[config.mk]
export PLATFORM = sky130hd
export DESIGN_NAME = zpws_engine
export DESIGN_NICKNAME = d
export VERILOG_FILES = /design/src/sv/zpws_pkg.sv /design/src/sv/zpws_engine.sv
export SDC_FILE = /design/constraint.sdc
export NUM_CORES = 1
export LEC_CHECK = 0
export ABC_AREA = 1
export BUFFER_PORTS_ARGS = -buffer_cell sky130_fd_sc_hd__buf_4
export CAP_MARGIN = 0
export CORE_UTILIZATION = 36
export DETAILED_ROUTE_END_ITERATION = 16
export SYNTH_ARGS = -nofsm -noshare
export SYNTH_HDL_FRONTEND = slang
export SYNTH_SLANG_ARGS = --single-unit
[constraint.sdc]
create_clock -name aclk -period 9.05 [get_ports aclk]
set_input_delay 0.4525 -clock aclk [delete_from_list [all_inputs] [get_ports aclk]]
set_output_delay 0.4525 -clock aclk [all_outputs]
set_load 0.01 [all_outputs]
[src/sv/zpws_pkg.sv]
package zpws_pkg;

    // Map geometry defaults and field widths.
    localparam int MAX_SIDE_DEFAULT = 64;
    localparam int ZONE_W           = 3;
    localparam int POS_W            = 6;
    localparam int SIDE_CFG_W       = 7;
    localparam int SIDE_W           = 9;
    localparam int COORD_W          = 10;
    localparam int PROX_W           = 16;
    localparam int WIN_IDX_W        = 3;

    localparam logic [SIDE_CFG_W-1:0] SIDE_CFG_RESET = 7'd64;
    localparam logic [WIN_IDX_W-1:0]  WIN_LAST       = 3'd4;
    localparam logic [WIN_IDX_W-1:0]  WIN_CENTER     = 3'd2;
    localparam logic [PROX_W-1:0]     PROX_MAX       = 16'd38944;

    // Request kinds.
    localparam logic REQ_WRITE = 1'b0;
    localparam logic REQ_QUERY = 1'b1;

    // Weight 1/(1+sqrt(d2)) in unsigned Q4.12, indexed by squared distance.
    localparam logic [PROX_W-1:0] WEIGHT_BY_D2 [9] = '{
        16'd4096, 16'd2048, 16'd1697, 16'd0, 16'd1365,
        16'd1266, 16'd0,    16'd0,    16'd1070
    };

    typedef struct packed {
        logic              req_type;
        logic [POS_W-1:0]  row;
        logic [POS_W-1:0]  col;
        logic [ZONE_W-1:0] zone;
    } req_t;

    typedef struct packed {
        logic [PROX_W-1:0] proximity;
        logic              was_query;
    } rsp_t;

    typedef enum logic [1:0] {
        ST_IDLE,
        ST_WRITE,
        ST_SCAN,
        ST_DONE
    } state_t;

    // Distance of a window index from the center, as a magnitude.
    function automatic logic [1:0] win_dist(input logic [WIN_IDX_W-1:0] idx);
        logic [WIN_IDX_W-1:0] d;
        d = (idx >= WIN_CENTER) ? (idx - WIN_CENTER) : (WIN_CENTER - idx);
        return d[1:0];
    endfunction

    // Weight for one window position.
    function automatic logic [PROX_W-1:0] win_weight(input logic [1:0] dist_r,
                                                     input logic [1:0] dist_c);
        logic [3:0] d2;
        d2 = 4'(dist_r) * 4'(dist_r) + 4'(dist_c) * 4'(dist_c);
        return WEIGHT_BY_D2[d2];
    endfunction

endpackage

[src/sv/zpws_engine.sv]
module zpws_engine #(
    parameter int MAX_SIDE = zpws_pkg::MAX_SIDE_DEFAULT
) (
    input  logic                                   aclk,
    input  logic                                   aresetn,
    input  logic [zpws_pkg::SIDE_W-1:0]            side,
    input  logic                                   s_valid,
    output logic                                   s_ready,
    input  zpws_pkg::req_t                         s_data,
    output logic                                   m_valid,
    input  logic                                   m_ready,
    output zpws_pkg::rsp_t                         m_data,
    output logic                                   ram_we,
    output logic [$clog2(MAX_SIDE*MAX_SIDE)-1:0]   ram_addr,
    output logic [zpws_pkg::ZONE_W-1:0]            ram_wdata,
    input  logic [zpws_pkg::ZONE_W-1:0]            ram_rdata
);
    import zpws_pkg::*;

    localparam int AddrW     = $clog2(MAX_SIDE*MAX_SIDE);
    localparam int AddrCalcW = AddrW + 2;

    state_t state_reg, state_next;

    req_t                 req_reg, req_next;
    logic [WIN_IDX_W-1:0] dr_idx_reg, dr_idx_next;
    logic [WIN_IDX_W-1:0] dc_idx_reg, dc_idx_next;
    logic                 pend_valid_reg, pend_valid_next;
    logic [PROX_W-1:0]    pend_weight_reg, pend_weight_next;
    logic [PROX_W-1:0]    acc_reg, acc_next;
    logic                 m_valid_reg, m_valid_next;
    rsp_t                 m_data_reg, m_data_next;

    logic                    accept;
    logic                    out_free;
    logic                    out_load;
    logic                    scan_last;
    logic signed [COORD_W-1:0] off_r, off_c;
    logic signed [COORD_W-1:0] coord_r, coord_c;
    logic                    in_grid;
    logic [AddrCalcW-1:0]    addr_full;

    assign accept    = s_valid && s_ready;
    assign out_free  = !m_valid_reg || m_ready;
    assign scan_last = (dr_idx_reg == WIN_LAST) && (dc_idx_reg == WIN_LAST);

    // Cell coordinate: window offset while scanning, the cell itself on a write.
    always_comb begin
        if (state_reg == ST_SCAN) begin
            off_r = $signed(COORD_W'(dr_idx_reg)) - $signed(COORD_W'(WIN_CENTER));
            off_c = $signed(COORD_W'(dc_idx_reg)) - $signed(COORD_W'(WIN_CENTER));
        end else begin
            off_r = '0;
            off_c = '0;
        end
        coord_r = $signed(COORD_W'(req_reg.row)) + off_r;
        coord_c = $signed(COORD_W'(req_reg.col)) + off_c;
    end

    // Grid check and map address.
    assign in_grid = (coord_r >= 0) && (coord_r < $signed(COORD_W'(side))) &&
                     (coord_c >= 0) && (coord_c < $signed(COORD_W'(side)));
    assign addr_full = AddrCalcW'(coord_r[7:0]) * AddrCalcW'(MAX_SIDE)
                     + AddrCalcW'(coord_c[7:0]);

    // Next state.
    always_comb begin
        state_next = state_reg;
        case (state_reg)
            ST_IDLE: begin
                if (accept) begin
                    state_next = (s_data.req_type == REQ_QUERY) ? ST_SCAN : ST_WRITE;
                end
            end
            ST_WRITE: begin
                state_next = ST_DONE;
            end
            ST_SCAN: begin
                if (scan_last) begin
                    state_next = ST_DONE;
                end
            end
            ST_DONE: begin
                if (out_free) begin
                    state_next = ST_IDLE;
                end
            end
            default: begin
                state_next = ST_IDLE;
            end
        endcase
    end

    // State outputs.
    always_comb begin
        s_ready  = 1'b0;
        ram_we   = 1'b0;
        out_load = 1'b0;
        case (state_reg)
            ST_IDLE:  s_ready  = 1'b1;
            ST_WRITE: ram_we   = in_grid;
            ST_SCAN:  s_ready  = 1'b0;
            ST_DONE:  out_load = out_free;
            default:  s_ready  = 1'b0;
        endcase
    end

    assign ram_addr  = AddrW'(addr_full);
    assign ram_wdata = req_reg.zone;

    // Window counters, read pipeline stage and accumulator.
    always_comb begin
        req_next         = req_reg;
        dr_idx_next      = dr_idx_reg;
        dc_idx_next      = dc_idx_reg;
        pend_valid_next  = 1'b0;
        pend_weight_next = pend_weight_reg;
        acc_next         = acc_reg;

        // Add the weight of the neighbor whose map entry just came back, if its zone matches.
        if (pend_valid_reg && (ram_rdata == req_reg.zone)) begin
            acc_next = acc_reg + pend_weight_reg;
        end

        if (accept) begin
            req_next    = s_data;
            dr_idx_next = '0;
            dc_idx_next = '0;
            acc_next    = '0;
        end

        if (state_reg == ST_SCAN) begin
            pend_valid_next  = in_grid;
            pend_weight_next = win_weight(win_dist(dr_idx_reg), win_dist(dc_idx_reg));
            if (dr_idx_reg == WIN_LAST) begin
                dr_idx_next = '0;
                dc_idx_next = dc_idx_reg + 1'b1;
            end else begin
                dr_idx_next = dr_idx_reg + 1'b1;
            end
        end
    end

    // Result register.
    always_comb begin
        m_valid_next = m_valid_reg;
        m_data_next  = m_data_reg;
        if (m_valid_reg && m_ready) begin
            m_valid_next = 1'b0;
        end
        if (out_load) begin
            m_valid_next          = 1'b1;
            m_data_next.proximity = acc_next;
            m_data_next.was_query = req_reg.req_type;
        end
    end

    always_ff @(posedge aclk) begin
        if (!aresetn) begin
            state_reg      <= ST_IDLE;
            dr_idx_reg     <= '0;
            dc_idx_reg     <= '0;
            pend_valid_reg <= 1'b0;
            acc_reg        <= '0;
            m_valid_reg    <= 1'b0;
        end else begin
            state_reg      <= state_next;
            dr_idx_reg     <= dr_idx_next;
            dc_idx_reg     <= dc_idx_next;
            pend_valid_reg <= pend_valid_next;
            acc_reg        <= acc_next;
            m_valid_reg    <= m_valid_next;
        end
    end

    always_ff @(posedge aclk) begin
        req_reg         <= req_next;
        pend_weight_reg <= pend_weight_next;
        m_data_reg      <= m_data_next;
    end

    assign m_valid = m_valid_reg;
    assign m_data  = m_data_reg;

    // The running sum stays within the largest possible window total.
    a_acc_bound: assert property (@(posedge aclk) disable iff (!aresetn)
        acc_reg <= PROX_MAX)
        else $error("proximity sum out of range");

    // A pending map read only follows a scan cycle.
    a_pend_after_scan: assert property (@(posedge aclk) disable iff (!aresetn)
        pend_valid_reg |-> $past(state_reg) == ST_SCAN)
        else $error("pending read without scan");

    // A write acknowledge always carries zero proximity.
    a_write_zero: assert property (@(posedge aclk) disable iff (!aresetn)
        (m_valid_reg && !m_data_reg.was_query) |-> m_data_reg.proximity == '0)
        else $error("write acknowledge with nonzero proximity");

    // The map is never written while a query scan is running.
    a_no_write_in_scan: assert property (@(posedge aclk) disable iff (!aresetn)
        (state_reg == ST_SCAN || state_reg == ST_DONE) |-> !ram_we)
        else $error("map write during scan");

    // The scan walks all 25 positions and then hands off to the result stage.
    a_scan_end: assert property (@(posedge aclk) disable iff (!aresetn)
        (state_reg == ST_SCAN && scan_last) |=> state_reg == ST_DONE && pend_valid_reg == $past(in_grid))
        else $error("scan did not finish cleanly");

endmodule

Yosys cells after proc, flatten, opt, wreduce, memory -nomap -nowiden --
Memory sizes are Yosys's and may differ from the RTL's. A register that Yosys moved wholly into a read port is not among the register bits. Index checks and enable logic that the tools add are counted.
Storage, ports and cells: bits in registers 59, memory bits (read-only) 256, input bits 32, output and inout port bits 35, word-level logic and storage cells 80, memories kept 1
Cells by class: add/sub/neg operators 13, $mul 2, magnitude comparators 6, equal/unequal tests 9, muxes and demuxes 22, bitwise operators 1, reductions and logical operators 14
Memory list:
- (name not given) | words 16, width 16, read ports 1, clocked after memory_dff 1, wr ports 0, RTL line zpws_pkg.sv:59 | return WEIGHT_BY_D2[d2];
Operators with widths (count):
- $mux W16 | 2
- $add A7 B10 Y10 | 2
- $ge A10 B1 Y1 const B | 2
- $lt A10 B10 Y1 | 2
- $mux W10 | 2
- $mux W3 | 6
- $add A16 B16 Y16 | 1
- $add A12 B8 Y12 | 1
- $mux W2 | 6
- $mul A2 B2 Y4 | 2
- $pmux W2 S4 | 1
- $sub A3 B2 Y4 const B | 2
- $logic_and A1 B1 Y1 | 7
- $add A3 B1 Y3 const B | 2
- $eq A3 B3 Y1 const B | 2
- $ge A3 B2 Y1 const B | 2
- $ne A2 B2 Y1 const B | 3
- $mux W1 | 5
- $not A4 Y5 | 1
- $add A4 B4 Y4 | 1
- $eq A2 B2 Y1 const B | 2
- $reduce_bool A2 Y1 | 2
- $sub A2 B2 Y2 const A | 2
- $sub A2 B2 Y2 const B | 2
- other kinds (7) | 7

Depth between registers and ports, before layout --
depth in word-level cells 8, gate-level depth with buffers 23, gate-level depth less buffers 23

Worst setup path after synthesis --
No wires, ideal clock.
kind reg2out, start register state_reg[0], end output port ram_addr[10], arrival 3261 ps, required time 8597 ps, path slack 5336 ps, cell stages (with the launch flop) 17, path buffers 0, path through dfxtp_1 > inv_1 > ha_1 > nand2_1 > inv_1 > ha_1 > fa_1 > nand3_1 > nand2_1 > a21o_1 > a21oi_1 > xor2_1 > ha_1 > inv_1 > fa_1 > nor3_2 > xnor2_1
Between the ends: cells in the longest elaborated chain, start to end 4, elaborated cells on any way between the ends 6, those cells by class 3 x add/sub; 1 x eq/ne; 2 x mux
Ends and longest elaborated chain:
- start, declared | RTL line zpws_engine.sv:23 | state_t state_reg, state_next;
- start signal, assigned | RTL line zpws_engine.sv:167 | state_reg <= state_next;
- $eq A2 B2 Y1 (*) | RTL line zpws_engine.sv:49 | if (state_reg == ST_SCAN) begin
- $mux W10 | RTL line zpws_engine.sv:49
- $add A7 B10 Y10, on equally long branches | RTL line zpws_engine.sv:56, zpws_engine.sv:57
- $add A12 B8 Y12 (*) | RTL line zpws_engine.sv:64 | + AddrCalcW'(coord_c[7:0]);
- end, declared | RTL line zpws_engine.sv:14 | output logic [$clog2(MAX_SIDE*MAX_SIDE)-1:0] ram_addr,
Mark *: on every way between the ends. The rest lies on a longest branch, timed or not.

Worst setup path after layout --
Same ends and word-level chain as after synthesis.

==> parameters.txt <==
Parameter                              Value

Run status
  Outcome ... finished, final reports clean

Logic synthesis
  Dominant combinational cell family by area after synthesis ... simple AND/OR/NAND/NOR gates
  Portion of the post-synthesis area used by sequential elements ... 38.20%
  Number of warnings printed during yosys synthesis ... 0
  Avg Synthesized Cell Area ... 7.777 sq um
  Net count after synthesis ... 723
  Register bit count reported by yosys ... 71
  Ys flop type ... sky130_fd_sc_hd__edfxtp_1
  Syn Std Cell Area ... 4900 sq um
  EDFF count, synth ... 45
  Mux cell area share after synthesis ... 0%
  Synth Area in XOR/XNOR ... 3.550%
  Adder-cell share of the synthesized area ... 16.34%
  Simple-Gate Fraction of Synth Area ... 24.34%
  Post-synthesis cell count ... 630
  Share of flip-flops with an asynchronous set or reset ... 0%
  Number of different library cells in the post-synthesis netlist ... 38
  Compound-cell area share of the yosys netlist ... 6.844%

Worst setup path
  CP bufs+invs ... 4
  Kind of start point of the critical path ... flop
  Crit. End Element ... output port
  Crit Path Category ... flop to output port
  Crit-path max FO ... 18
  Required time of the critical path ... 8.60 ns
  Critical Path Slowest Stage Cell ... sky130_fd_sc_hd__ha_1
  Largest delay share family, worst path ... adder cells
  Slowest stage delay, CP ... 0.47 ns
  Cells along the critical path ... inv_1 -> ha_1 -> nand2_1 -> inv_1 -> ha_1 -> fa_1 -> nand3_1 -> nand2_1 -> a21o_1 -> a21oi_1 -> xor2_1 -> ha_1 -> inv_1 -> fa_1 -> nor3_2 -> xnor2_1 -> buf_4
  Data arrival, critical path ... 4.07 ns

Clock network
  Number of buffers inserted during clock tree synthesis ... 9
  PostCTS Resize Cnt ... 0
  Number of buffers on the longest clock path ... 2
  Register clock-pin slew on the reported worst setup and hold paths ... 0.06 ns
  Clock Tree Root ... sky130_fd_sc_hd__clkbuf_16
  Clock latency on the worst-skew pair ... 0.33 ns
  TritonCTS clock tree ... yes
  # hold bufs at CTS ... 0
  Number of clock sinks seen by CTS ... 71
  Number of buffers inserted to repair setup after CTS ... 0
  Htree depth ... 3

Route
  Residual antenna-violating net count after detailed routing ... 0
  Final routed wirelength across all metal layers ... 10430 um
  Average wire per cell in the routed design ... 11.84 um
  Vias post-DR ... 4063
  DRC violations left ... 0
  First-pass DRT Iterations ... 4
  Number of vias per cell after detailed routing ... 4.612
  Number of DRC markers after the initial detailed-route iteration ... 231

Finish
  Final #Nets ... 794
  Final core utilization ... 44.35%
  Final-layout fill cell count ... 1324
  Flip-flop count of the largest register after layout ... 17
  Area of all placed cells without fillers ... 5873 sq um
  Area overhead of the layout relative to synthesis ... 19.87%
  Fraction of final layout cells with drive strength greater than 1 ... 14.47%
  Antenna fix cells ... 0

Global route
  Total overflow reported by the global router ... 0
  Number of global-route vias before repair ... 3853
  Met2 capacity usage during global routing ... 24.67%
  Total global routing track utilization ... 15.77%
  GR Layer Usage met1 ... 21.57%
  Number of antenna violations at the first check in global routing ... 0
  Global-route wire length before repair ... 17760 um
  Peak-usage layer in the global routing report ... met2
  Met3 usage ... 2.317%
  Maximum number of pins on one net before global-route repair ... 27

Placed design
  Pre-CTS setup slack ... 4.851 ns
  Dpl cell area ... 5579 sq um
  Final weighted congestion of routability-driven global placement ... 0.8656
  Count of buffers from port buffering ... 66
  Total half-perimeter wirelength after legalization and detailed placement ... 8276 um

Power
  Clock power frac ... 22.9%
  Power density of the placed cells ... 264.1 nW/um^2
  Internal ... 945.4 uW
  Switching power as a share of total power ... 39.04%
  Maximum vdd ir drop ... 0.1505 mV
  Net switching component of the power ... 605.6 uW
  Leakage power total ... 3.020 nW
  Share of total power in sequential cells ... 27.8%
  Comb pwr share ... 49.3%

Timing
  Max Transition Viols Final ... 0
  Final Setup Violations ... 0
  Highest attainable clock frequency ... 221.2 MHz
  Endpoints failing hold ... 0
  Worst-case clock skew ... 0.003884 ns
  Final cycle utilization of the critical path ... 49.96%
  Final worst slack ... 4.529 ns
  Final total negative setup slack ... 0 ns
  Unrepaired setup endpoints after global routing ... false
  Crit path time final ... 4.521 ns
  Worst slew margin relative to its limit ... 48.92%
  Tightest Pin Transition ... 0.7653 ns

Run
  Max-capacitance violation count ... 0

Die
  Die height ... 118.7 um
  Die area ... 14080 sq um
  Standard-cell row count ... 42
  Starting Density ... 37.00%
  Die boundary width ... 118.7 um
  Placeable core region ... 13240 sq um
  I/O Pins ... 67

Hold path
  Class of the tightest hold or removal check ... primary input to flop
## worst paths after layout
kind	from	end	slack, ns	cells after the start
worst max register to register	state_reg[0]$_SDFFE_PN0P_	pend_valid_reg$_SDFF_PN0_	5.46	19
worst min-delay path	s_data[12]	req_reg[12]$_DFFE_PP_	0.29	1
worst min register to register	req_reg[15]$_DFFE_PP_	m_data[0]$_DFFE_PP_	0.44	0
worst max-delay path	state_reg[0]$_SDFFE_PN0P_	ram_addr[10]	4.53	17
## synth_stat cells, types with 2 or more instances
cell | instances | share of area [%]
sky130_fd_sc_hd__nand2_1 | 152 | 12
sky130_fd_sc_hd__inv_1 | 121 | 9.3
sky130_fd_sc_hd__nor2_1 | 74 | 5.7
sky130_fd_sc_hd__ha_1 | 56 | 14
sky130_fd_sc_hd__edfxtp_1 | 45 | 28
sky130_fd_sc_hd__a21oi_1 | 32 | 3.3
sky130_fd_sc_hd__nand3_1 | 29 | 3.0
sky130_fd_sc_hd__dfxtp_1 | 26 | 11
sky130_fd_sc_hd__nand2_2 | 10 | 1.3
sky130_fd_sc_hd__o21ai_0 | 10 | 1.0
sky130_fd_sc_hd__xnor2_1 | 9 | 1.6
sky130_fd_sc_hd__xor2_1 | 9 | 1.6
sky130_fd_sc_hd__nand4_1 | 6 | 0.77
sky130_fd_sc_hd__nor3_1 | 6 | 0.61
sky130_fd_sc_hd__fa_1 | 5 | 2.0
sky130_fd_sc_hd__a211oi_1 | 3 | 0.46
sky130_fd_sc_hd__a21o_1 | 3 | 0.46
sky130_fd_sc_hd__a31oi_1 | 3 | 0.38
sky130_fd_sc_hd__buf_4 | 3 | 0.46
sky130_fd_sc_hd__inv_2 | 3 | 0.23
sky130_fd_sc_hd__nor4_1 | 3 | 0.38
sky130_fd_sc_hd__buf_2 | 2 | 0.20
sky130_fd_sc_hd__clkbuf_1 | 2 | 0.15
sky130_fd_sc_hd__nor3_2 | 2 | 0.41
sky130_fd_sc_hd__o21ai_2 | 2 | 0.36
sky130_fd_sc_hd__or2_2 | 2 | 0.26
## worst reg2reg max path, stage by stage, from the launching register on
cell,delay (ns)
sky130_fd_sc_hd__dfxtp_1,0.33
sky130_fd_sc_hd__inv_1,0.11
sky130_fd_sc_hd__ha_1,0.66
sky130_fd_sc_hd__inv_1,0.16
sky130_fd_sc_hd__nor2_1,0.16
sky130_fd_sc_hd__ha_1,0.30
sky130_fd_sc_hd__a21oi_1,0.25
sky130_fd_sc_hd__o21ai_2,0.11
sky130_fd_sc_hd__nand3_2,0.10
sky130_fd_sc_hd__nand2_2,0.08
sky130_fd_sc_hd__xor2_2,0.15
sky130_fd_sc_hd__ha_1,0.32
sky130_fd_sc_hd__a21o_1,0.19
sky130_fd_sc_hd__nor2_1,0.08
sky130_fd_sc_hd__o21ai_0,0.09
sky130_fd_sc_hd__nand2_1,0.08
sky130_fd_sc_hd__nand2_1,0.05
sky130_fd_sc_hd__nand2_1,0.06
sky130_fd_sc_hd__nand3_1,0.12
sky130_fd_sc_hd__nor2_1,0.13
## cell usage in the layout (no fill, tap or decap)
master / synthesis / routed
sky130_fd_sc_hd__xnor2_1: 9 / 9
sky130_fd_sc_hd__nor3_1: 6 / 6
sky130_fd_sc_hd__clkbuf_8: 0 / 2
sky130_fd_sc_hd__o21ai_0: 10 / 10
sky130_fd_sc_hd__dfxtp_1: 26 / 26
sky130_fd_sc_hd__nand3b_1: 1 / 1
sky130_fd_sc_hd__edfxtp_1: 45 / 45
sky130_fd_sc_hd__clkbuf_1: 2 / 3
sky130_fd_sc_hd__o22ai_1: 1 / 1
sky130_fd_sc_hd__fa_1: 5 / 5
sky130_fd_sc_hd__o21ai_1: 1 / 1
sky130_fd_sc_hd__nand2_1: 152 / 152
sky130_fd_sc_hd__a32oi_1: 1 / 1
sky130_fd_sc_hd__bufinv_16: 0 / 1
sky130_fd_sc_hd__o211ai_1: 1 / 1
sky130_fd_sc_hd__nor3_2: 2 / 2
sky130_fd_sc_hd__a31oi_1: 3 / 3
sky130_fd_sc_hd__a311oi_1: 1 / 1
sky130_fd_sc_hd__clkinv_2: 1 / 1
sky130_fd_sc_hd__nand4_1: 6 / 6
sky130_fd_sc_hd__a21o_1: 3 / 3
sky130_fd_sc_hd__xor2_1: 9 / 9
sky130_fd_sc_hd__nand3_1: 29 / 29
sky130_fd_sc_hd__clkbuf_16: 0 / 9
sky130_fd_sc_hd__nand2_2: 10 / 10
sky130_fd_sc_hd__o21ai_2: 2 / 2
sky130_fd_sc_hd__a21oi_1: 32 / 32
sky130_fd_sc_hd__inv_1: 121 / 121
sky130_fd_sc_hd__a211oi_1: 3 / 3
sky130_fd_sc_hd__nand3_2: 1 / 1
sky130_fd_sc_hd__o21a_1: 1 / 1
sky130_fd_sc_hd__buf_4: 3 / 68
sky130_fd_sc_hd__ha_1: 56 / 56
sky130_fd_sc_hd__or2_2: 2 / 2
sky130_fd_sc_hd__inv_2: 3 / 3
sky130_fd_sc_hd__nor4_1: 3 / 3
sky130_fd_sc_hd__xor2_2: 1 / 1
sky130_fd_sc_hd__nor2_1: 74 / 74
sky130_fd_sc_hd__clkinv_1: 1 / 1
## metal layers
layer / routed length (um) / share of wire (%) / up-vias
met2: 4559 / 44 / 65
met3: 316 / 3.0 / 17
li1: - / - / 2136
met4: 232 / 2.2 / 0
met5: 0 / 0 / -
met1: 5320 / 51 / 1845
## logic make-up after synthesis
logic type | count (synthesis)
adder cells (fa/ha/maj) | 61
AO/OA/AOI/OAI | 59
buffers and inverters | 134
XOR/XNOR | 19
AND/OR/NAND/NOR | 286
flip-flops | 71
## area by class of cell
cell class	count	area [sq um]	share of cell area [%]
clock buffer	14	264.0	4.495
clock inverter	1	30.03	0.5113
inverter	126	474.2	8.074
multi-input combinational	425	2502	42.61
sequential	71	1872	31.87
tap	176	220.2	3.749
timing repair buffer	68	510.5	8.692
## through the flow
step                      hold WS (ns)  power (mW)  instances
after detailed placement        0.4308       1.205        866
final                           0.2905       1.551        881
after CTS                       0.2803       1.567        881
after global placement          0.4250       1.187        866
after floorplan                 0.4003      0.9604        630
after global routing            0.2859       1.680        881
## power by group through the flow
stage,combinational [mW],sequential [mW],clock (mW)
floorplan,0.527,0.433,0
detailed placement,0.767,0.438,0
global route,0.871,0.437,0.372
finish,0.765,0.431,0.355
global placement,0.750,0.437,0
CTS,0.773,0.432,0.362
Note: power is estimated with default switching activity, not from simulation.
